[config.mk]
export PLATFORM = sky130hd
export DESIGN_NAME = hsl_to_rgb_convert_top
export DESIGN_NICKNAME = d
export VERILOG_FILES = /design/src/hw/rtl/hsl2rgb_pkg.sv /design/src/hw/rtl/hsl_to_rgb_convert_top.sv
export SDC_FILE = /design/constraint.sdc
export NUM_CORES = 2
export LEC_CHECK = 0
export ABC_AREA = 1
export BUFFER_PORTS_ARGS = -buffer_cell sky130_fd_sc_hd__buf_2
export CAP_MARGIN = 20
export CORE_UTILIZATION = 70
export DETAILED_ROUTE_END_ITERATION = 12
export GPL_TIMING_DRIVEN = 0
export MAX_ROUTING_LAYER = met4
export PLACE_DENSITY = 0.87
export SLEW_MARGIN = 5
export SYNTH_ARGS = -nofsm -noshare
export SYNTH_HDL_FRONTEND = slang
export SYNTH_SLANG_ARGS = --single-unit
[constraint.sdc]
create_clock -name clk -period 20.8 [get_ports clk]
set_input_delay 1.04 -clock clk [delete_from_list [all_inputs] [get_ports clk]]
set_output_delay 1.04 -clock clk [all_outputs]
set_load 0.05 [all_outputs]
[src/hw/rtl/hsl2rgb_pkg.sv]
// Constants shared by the HSL to RGB conversion pipeline.
`timescale 1ns / 1ps

package hsl2rgb_pkg;

  // Hue scale: one full turn and one 60 degree sector in 1/16 degree.
  localparam logic [15:0] HUE_TURN   = 16'd5760;
  localparam logic [15:0] HUE_BIAS   = 16'd17280;
  localparam logic [12:0] HUE_SECTOR = 13'd960;

  // Unit value of saturation and lightness in Q.12.
  localparam logic [12:0] ONE_Q12 = 13'd4096;

  // Half of the common denominator 960 * 2^24, used for rounding half up.
  localparam logic [42:0] ROUND_HALF = 43'd480 << 24;

  // Reciprocal of 15 scaled by 2^18; exact floor for every 13-bit dividend.
  localparam logic [14:0] RECIP15       = 15'd17477;
  localparam int unsigned RECIP15_SHIFT = 18;

  // Hue sectors, named by the largest and the intermediate channel.
  localparam logic [2:0] SEC_RG = 3'd0;
  localparam logic [2:0] SEC_GR = 3'd1;
  localparam logic [2:0] SEC_GB = 3'd2;
  localparam logic [2:0] SEC_BG = 3'd3;
  localparam logic [2:0] SEC_BR = 3'd4;
  localparam logic [2:0] SEC_RB = 3'd5;

  // Channel value before rounding, over the common denominator.
  typedef logic [34:0] chan_sum_t;

endpackage

[src/hw/rtl/hsl_to_rgb_convert_top.sv]
// HSL to RGB conversion: seven register stages, a new pixel every cycle unless the output stalls.
// Throughput is one word per cycle; each stage holds when the one after it is full and stalled.
// The constant multiply chain (chroma, intermediate component, rounding) sets the stage count.
// Reset (rst, synchronous, active high) clears all stage valid bits; data registers are not reset.
`timescale 1ns / 1ps

module hsl_to_rgb_convert_top (
  input  logic        clk,
  input  logic        rst,
  input  logic        s_axis_tvalid,
  output logic        s_axis_tready,
  // Fields from bit 0: hue[14:0], saturation[28:15], lightness[42:29], zero fill.
  input  logic [47:0] s_axis_tdata,
  output logic        m_axis_tvalid,
  input  logic        m_axis_tready,
  // Fields from bit 0: red[7:0], green[15:8], blue[23:16].
  output logic [23:0] m_axis_tdata
);

  localparam int NSTG = 7;

  logic [NSTG-1:0] vld;
  logic [NSTG-1:0] en;

  // Stage enables: a stage loads when it is empty or the next one moves.
  always_comb begin
    en[NSTG-1] = ~vld[NSTG-1] | m_axis_tready;
    for (int i = NSTG - 2; i >= 0; i--) begin
      en[i] = ~vld[i] | en[i+1];
    end
  end

  assign s_axis_tready = en[0];

  // Valid bits travel with the data.
  always_ff @(posedge clk) begin
    if (rst) begin
      vld <= '0;
    end else begin
      if (en[0]) begin
        vld[0] <= s_axis_tvalid;
      end
      for (int i = 1; i < NSTG; i++) begin
        if (en[i]) begin
          vld[i] <= vld[i-1];
        end
      end
    end
  end

  // ---------------- Stage 1: hue wrap, saturation and lightness clamp
  logic signed [14:0] hue_in;
  logic signed [13:0] sat_in;
  logic signed [13:0] lit_in;
  logic [15:0]        hue_b;
  logic [2:0]         turns;
  logic [15:0]        hue_w;
  logic [12:0]        sat_c;
  logic [12:0]        lit_c;
  logic [12:0]        h1;
  logic [12:0]        s1;
  logic [12:0]        l1;

  function automatic logic [15:0] HUE_BIAS_ADD(input logic signed [14:0] h);
    logic signed [16:0] hx;
    hx = 17'(h) + 17'(signed'({1'b0, hsl2rgb_pkg::HUE_BIAS}));
    return hx[15:0];
  endfunction

  function automatic logic [12:0] clamp_unit(input logic signed [13:0] v);
    logic [12:0] r;
    if (v < 14'sd0) begin
      r = 13'd0;
    end else if (v > 14'sd4096) begin
      r = hsl2rgb_pkg::ONE_Q12;
    end else begin
      r = v[12:0];
    end
    return r;
  endfunction

  assign hue_in = s_axis_tdata[14:0];
  assign sat_in = s_axis_tdata[28:15];
  assign lit_in = s_axis_tdata[42:29];

  // Bias by three turns so the value is positive, then count whole turns.
  always_comb begin
    hue_b = HUE_BIAS_ADD(hue_in);
    turns = 3'd0;
    for (int j = 1; j <= 5; j++) begin
      if (hue_b >= 16'(j * 5760)) begin
        turns = 3'(j);
      end
    end
    hue_w = hue_b - 16'(turns * hsl2rgb_pkg::HUE_TURN);
  end

  assign sat_c = clamp_unit(sat_in);
  assign lit_c = clamp_unit(lit_in);

  always_ff @(posedge clk) begin
    if (en[0]) begin
      h1 <= hue_w[12:0];
      s1 <= sat_c;
      l1 <= lit_c;
    end
  end

  // ---------------- Stage 2: chroma factor, sector and intermediate weight
  logic [2:0]  sec_n;
  logic [12:0] hm;
  logic [12:0] wd;
  logic [13:0] l_dbl;
  logic [12:0] cd_n;
  logic [2:0]  sec2;
  logic [10:0] w2;
  logic [12:0] cd2;
  logic [12:0] s2;
  logic [12:0] l2;

  always_comb begin
    sec_n = hsl2rgb_pkg::SEC_RG;
    for (int j = 1; j <= 5; j++) begin
      if (h1 >= 13'(j * 960)) begin
        sec_n = 3'(j);
      end
    end
    // Hue modulo two sectors, then distance from the sector edge.
    hm = h1 - 13'({1'b0, sec_n[2:1]} * 13'd1920);
    wd = (hm >= hsl2rgb_pkg::HUE_SECTOR) ? hm - hsl2rgb_pkg::HUE_SECTOR
                                         : hsl2rgb_pkg::HUE_SECTOR - hm;
    // 1 - |2L - 1| in Q.12.
    l_dbl = {l1, 1'b0};
    cd_n  = (l1 < 13'd2048) ? l_dbl[12:0] : 13'(14'd8192 - l_dbl);
  end

  always_ff @(posedge clk) begin
    if (en[1]) begin
      sec2 <= sec_n;
      w2   <= 11'(hsl2rgb_pkg::HUE_SECTOR - wd);
      cd2  <= cd_n;
      s2   <= s1;
      l2   <= l1;
    end
  end

  // ---------------- Stage 3: chroma in Q.24
  logic [24:0] c3;
  logic [2:0]  sec3;
  logic [10:0] w3;
  logic [12:0] l3;

  always_ff @(posedge clk) begin
    if (en[2]) begin
      c3   <= 25'(cd2) * 25'(s2);
      sec3 <= sec2;
      w3   <= w2;
      l3   <= l2;
    end
  end

  // ---------------- Stage 4: scaled chroma, intermediate and offset
  logic [33:0] cs_n;
  logic [33:0] ls_n;
  logic [23:0] l960;
  logic [33:0] cs4;
  logic [33:0] xs4;
  logic [33:0] ms4;
  logic [2:0]  sec4;

  assign cs_n = (34'(c3) << 10) - (34'(c3) << 6);
  assign l960 = (24'(l3) << 10) - (24'(l3) << 6);
  assign ls_n = 34'(l960) << 12;

  always_ff @(posedge clk) begin
    if (en[3]) begin
      cs4  <= cs_n;
      xs4  <= 34'(c3) * 34'(w3);
      ms4  <= ls_n - (cs_n >> 1);
      sec4 <= sec3;
    end
  end

  // ---------------- Stage 5: channel sums by sector
  hsl2rgb_pkg::chan_sum_t r_n, g_n, b_n;
  hsl2rgb_pkg::chan_sum_t sum5 [3];

  always_comb begin
    case (sec4)
      hsl2rgb_pkg::SEC_RG: begin r_n = 35'(cs4); g_n = 35'(xs4); b_n = '0;         end
      hsl2rgb_pkg::SEC_GR: begin r_n = 35'(xs4); g_n = 35'(cs4); b_n = '0;         end
      hsl2rgb_pkg::SEC_GB: begin r_n = '0;       g_n = 35'(cs4); b_n = 35'(xs4);   end
      hsl2rgb_pkg::SEC_BG: begin r_n = '0;       g_n = 35'(xs4); b_n = 35'(cs4);   end
      hsl2rgb_pkg::SEC_BR: begin r_n = 35'(xs4); g_n = '0;       b_n = 35'(cs4);   end
      default: begin             r_n = 35'(cs4); g_n = '0;       b_n = 35'(xs4);   end
    endcase
  end

  always_ff @(posedge clk) begin
    if (en[4]) begin
      sum5[0] <= r_n + 35'(ms4);
      sum5[1] <= g_n + 35'(ms4);
      sum5[2] <= b_n + 35'(ms4);
    end
  end

  // ---------------- Stages 6 and 7: scale by 255, round, divide by 960 * 2^24
  logic [12:0] u6 [3];
  logic [7:0]  ch7 [3];

  for (genvar c = 0; c < 3; c++) begin : g_chan
    logic [42:0] scaled;
    logic [27:0] prod;
    logic [9:0]  quo;

    // v * 255 + D/2, then drop 2^30 (2^24 and the factor 64 of 960).
    assign scaled = (43'(sum5[c]) << 8) - 43'(sum5[c]) + hsl2rgb_pkg::ROUND_HALF;

    always_ff @(posedge clk) begin
      if (en[5]) begin
        u6[c] <= scaled[42:30];
      end
    end

    // Divide the remaining factor 15 by reciprocal multiply, then clamp.
    assign prod = 28'(u6[c]) * 28'(hsl2rgb_pkg::RECIP15);
    assign quo  = prod[hsl2rgb_pkg::RECIP15_SHIFT +: 10];

    always_ff @(posedge clk) begin
      if (en[6]) begin
        ch7[c] <= (quo > 10'd255) ? 8'd255 : quo[7:0];
      end
    end
  end

  assign m_axis_tvalid = vld[NSTG-1];
  assign m_axis_tdata  = {ch7[2], ch7[1], ch7[0]};

endmodule

# --- After elaboration in Yosys (flattened, before gate mapping) ---
# Memories as Yosys holds them, arrays and structs flattened.
# Index checks and enable logic that the tools add are counted.
# W data, S select, Z words.
classes:
  add_sub_neg: 19
  mul: 7
  order_cmp: 19
  eq_ne: 4
  n_mux: 26
  bitwise: 14
  reduce_logical: 9
op_table:
  columns: ["op", "n"]
  rows:
  - ["$pmux W34 S2", 3]
  - ["$add A43 B33 Y43 const B", 3]
  - ["$sub A43 B35 Y43", 3]
  - ["$add A35 B34 Y35", 3]
  - ["$mul A13 B15 Y28 const B", 3]
  - ["$ge A16 B15 Y1 const B", 3]
  - ["$mux W13", 3]
  - ["$mul A25 B11 Y34", 1]
  - ["$sub A34 B31 Y34", 1]
  - ["$sub A34 B33 Y34", 1]
  - ["$gt A10 B8 Y1 const B", 3]
  - ["$gt A14 B14 Y1 const B", 2]
  - ["$lt A14 B1 Y1 const B", 2]
  - ["$ge A13 B10 Y1 const B", 2]
  - ["$ge A13 B12 Y1 const B", 2]
  - ["$sub A13 B13 Y13", 2]
  - ["$mul A13 B13 Y25", 1]
  - ["$mux W3", 8]
  - ["$mux W8", 3]
  - ["$sub A10 B11 Y11 const A", 2]
  - ["$sub A22 B19 Y22", 1]
  - ["$add A15 B16 Y16 const B", 1]
  - ["$ge A16 B13 Y1 const B", 1]
  - ["$ge A16 B14 Y1 const B", 1]
  - ["other kinds (16)", 43]
totals:
  regBits: 256
  ramBits: 168
  inputBits: 52
  output_inout_bits: 26
  word_cells: 128
  memories: 3
memory_table:
  columns: ["memory", "words", "width", "rd", "rd_ports_with_merged_regs", "write_ports", "line", "text"]
  rows:
  - ["sum5", 3, 35, 3, 0, 3, "hsl_to_rgb_convert_top.sv:186", "hsl2rgb_pkg::chan_sum_t sum5 [3];"]
  - ["u6", 3, 13, 3, 0, 3, "hsl_to_rgb_convert_top.sv:208", "logic [12:0] u6 [3];"]
  - ["ch7", 3, 8, 3, 0, 3, "hsl_to_rgb_convert_top.sv:209", "logic [7:0] ch7 [3];"]

# --- Longest topological paths before layout ---
logic_depth:
  ltp_word: 11
  ltp_mapped: 29
  depth_no_buf: 29

# --- Worst setup path after synthesis ---
# Ideal clock, no wire load.
synth_timing:
  kind: "input port to output port"
  from: "input m_axis_tready"
  to: "output s_axis_tready"
  arrival_time_ns: 9.074
  t_required_ns: 19.760
  slack_ns: 10.686
  cell_stages: 12
  path_buffers: 0
  path_cell_list: "nor2_1 inv_1 nor2_1 inv_1 nor2_1 inv_1 nor2_1 inv_1 nor2_1 inv_1 nor2_1 nand2_1"
synth_via:
  elab_chain_cells: 7
synth_lines:
  columns: ["item", "line", "text"]
  rows:
  - ["start: declaration", "hsl_to_rgb_convert_top.sv:15", "input logic m_axis_tready,"]
  - ["$or A1 B1 Y1", "hsl_to_rgb_convert_top.sv:27", "en[NSTG-1] = ~vld[NSTG-1] | m_axis_tready;"]
  - ["named net en[6]", "hsl_to_rgb_convert_top.sv:23", "logic [NSTG-1:0] en;"]
  - ["$or A1 B1 Y1", "hsl_to_rgb_convert_top.sv:29", "en[i] = ~vld[i] | en[i+1];"]
  - ["named net en[5]", "hsl_to_rgb_convert_top.sv:23", null]
  - ["$or A1 B1 Y1", "hsl_to_rgb_convert_top.sv:29", null]
  - ["named net en[4]", "hsl_to_rgb_convert_top.sv:23", null]
  - ["$or A1 B1 Y1", "hsl_to_rgb_convert_top.sv:29", null]
  - ["named net en[3]", "hsl_to_rgb_convert_top.sv:23", null]
  - ["$or A1 B1 Y1", "hsl_to_rgb_convert_top.sv:29", null]
  - ["named net en[2]", "hsl_to_rgb_convert_top.sv:23", null]
  - ["$or A1 B1 Y1 (2 in series)", "hsl_to_rgb_convert_top.sv:29", null]
  - ["end: declaration", "hsl_to_rgb_convert_top.sv:11", "output logic s_axis_tready,"]
# The timed path passes the listed nets, and every way through them passes these cells.

# --- Worst setup path after layout ---
layout_timing:
  from: "register c3[1]"
  to: "register xs4[29], data pin"
layout_via:
  elab_chain_cells: 1
layout_lines:
  columns: ["item", "line", "text"]
  rows:
  - ["start: declaration", "hsl_to_rgb_convert_top.sv:148", "logic [24:0] c3;"]
  - ["start signal: assignment", "hsl_to_rgb_convert_top.sv:155", "c3 <= 25'(cd2) * 25'(s2);"]
  - ["$mul A25 B11 Y34", "hsl_to_rgb_convert_top.sv:178", "xs4 <= 34'(c3) * 34'(w3);"]
  - ["end signal: assignment", "hsl_to_rgb_convert_top.sv:178", null]
  - ["end: declaration", "hsl_to_rgb_convert_top.sv:167", "logic [33:0] xs4;"]
# Every way passes these cells.
# A chain may end at the register's enable or synchronous reset.

==> results.toml <==
[grt]
antenna_found_initial = 1
grt-ovfl-total = 0
grtUsageTotal_pct = 38.5
grt_max_degree = 79
grt_pass1_vias = 41467
grt_pass1_wl_um = 209000

[sta]
period_share_pct = 30.0
hold_viol = 0
tightest_slew_ns = 0.859
whs_ns = 0.419
max_slew_margin_pct = 42.7
finalMaxSlewViolations = 0
skew_ns = 0.0196
timing.final.crit_period_ns = 6.24
setup-violations-final = 0
fin_tns_setup_ns = 0
rsz0062_at_grt = "no"
fmax_ghz = 0.160

[placed_design]
io_buffers = 72
dpl_cell_area_um2 = 50500
place_congestion = 1.04
dp_hpwl_um = 108000

[critical_path]
crit_path_frequent_cell = "nand2_1"
critPathKind = "flop to flop"
end_kind = "flop"
start_kind = "flop"
crit_arrival_ns = 6.58
cp_slowest_cell = "fa_1"
cp_max_fo = 10
cp_cell_sequence = "buf_2 -> clkbuf_1 -> nand2_1 -> fa_1 -> fa_1 -> fa_1 -> inv_1 -> fa_1 -> fa_1 -> ha_1 -> nand2_1 -> nor2_1 -> nand3_1 -> nand3_1 -> nand2_1 -> nand2_1 -> nand2_1 -> o21ai_0 -> nand2_1 -> nand2_1 -> xor2_1"
required_ns = 21.14
max_stage_delay_ns = 0.57

[clock_network]
holdBufCountCts = 0
clockBufferDepth = 3
cts_setup_buffers = 0
path_clk_slew_ns = 0.06
cts_buffers = 47
clock-sinks = 403
root_buffer = "clkbuf_16"
tritoncts = "built"
insertion_delay_ns = 0.61
cts_max_level = 2
ctsResizeCount = 0

[yosys]
avgSynthCellArea_um2 = 8.06
yosysMostFrequentCell = "nand2_1"
async_flop_share_pct = 0
synthTopCellsByCount = "1,308 x nand2_1, 1,253 x inv_1, 655 x ha_1"
ys_types = 62
synth_seq_area_share_pct = 24.6
synth-edff-count = 396
synthCells = 6065
synth_nets = 7133
synth.cell_area_um2 = 48900
ys_top_cells_by_area = "edfxtp_1 24%, ha_1 17%, fa_1 15%"
ys_seq_elements = 403
netlist.area_leader.share_pct = 24.3
post-synth-top-area-cell = "edfxtp_1"
yosysWarnings = 0
synth_ff_type = "edfxtp_1"

[die]
die_height_um = 266
start_util_pct = 71.0
placeableCoreArea_um2 = 68800
dieArea_um2 = 70900
die_w_um = 266
boundaryPins = 78
row_count = 96

[detailed_routing]
drt_iter0_drc = 3732
drc = 0
wl_um = 131000
ant_nets = 0
via_count = 41917
vias_per_cell = 5.85
dr.pass1.iters = 6
wl_per_cell_um = 18.3

[final_layout]
final_area_um2 = 52200
area_delta_synth_final_pct = 6.87
drive_gt1_share_pct = 3.66
nets = 7261

[hold_path]
hp-class = "flop to flop"

[status]
status = "complete, no violations"

[job]
drv_cap = 0
[worst max-delay path: cells and delay by family (launching register included)]
family / cells / cell delay [ns]
adder cells (fa/ha/maj): 6 / 3.05
AND/OR/NAND/NOR: 10 / 1.26
buffers and inverters: 3 / 0.89
flip-flops: 1 / 0.42
AO/OA/AOI/OAI: 1 / 0.27
XOR/XNOR: 1 / 0.07
[flip-flops by register name, indices dropped and copies added, names as in the netlist, 13 cells and up]
register,cells
c3,24
ch7,24
cs4,27
h1,13
l1,13
l3,13
ms4,27
s1,13
s2,13
sum5,102
u6,39
xs4,33
[per-layer routing]
layer | track usage [%] | part of all wire (%) | vias to the layer above
li1 | - | - | 19926
met4 | 17.8 | 5.1 | 0
met3 | 4.66 | 7.0 | 416
met1 | 45.8 | 39 | 19754
met2 | 65.4 | 49 | 1821
met5 | - | 0 | -
[layout make-up]
| type | count | area, um^2 |
|---|---|---|
| plain buffers | 94 | 365 |
| clock buffers | 52 | 1220 |
| well taps | 931 | 1160 |
| repair buffers | 79 | 531 |
| inverters | 1261 | 4740 |
| clock inverters | 34 | 434 |
| flip-flops and latches | 403 | 12000 |
| fillers | 5094 | 16600 |
| diodes | 1 | 2.50 |
| multi-input cells | 4307 | 31700 |
[final timing paths]
check	cells past startpoint	slack, ns	start	end
worst min-delay path	0	0.42	l2[9]	l3[9]
worst min register to register	0	0.42	l2[9]	l3[9]
worst max register to register	21	14.56	c3[1]	xs4[29]
worst max-delay path	21	14.56	c3[1]	xs4[29]
[cells by family (layout without fill, tap and decap cells)]
| kind of cell | after synthesis | after routing | synth area share, % |
|---|---|---|---|
| AO/OA/AOI/OAI | 849 | 849 | 10.1 |
| XOR/XNOR | 254 | 254 | 4.62 |
| adder cells (fa/ha/maj) | 1016 | 1016 | 31.6 |
| buffers and inverters | 1355 | 1520 | 10.4 |
| flip-flops | 403 | 403 | 24.6 |
| other | 0 | 1 | 0 |
| AND/OR/NAND/NOR | 2188 | 2188 | 18.7 |
[per-stage QoR]
stage	worst slack, ns	util, %	cells
CTS	14.64	75.8	7160
floorplan	10.69	-	6065
detailed placement	14.66	73.4	7074
finish	14.56	75.9	7162
global route	14.14	75.9	7162
global placement	7.45	73.2	7068
[layout by cell type, fill, tap and decap left out, types with 95 or more instances in the layout]
| master | count |
|---|---|
| a21oi_1 | 346 |
| clkbuf_1 | 95 |
| edfxtp_1 | 396 |
| fa_1 | 361 |
| ha_1 | 655 |
| inv_1 | 1248 |
| nand2_1 | 1307 |
| nand3_1 | 225 |
| nor2_1 | 417 |
| o21ai_0 | 193 |
| xor2_1 | 178 |
Power is left out: the tool's default activity adds up to more than one toggle a clock period on the data nets, which glitch-free logic cannot reach.
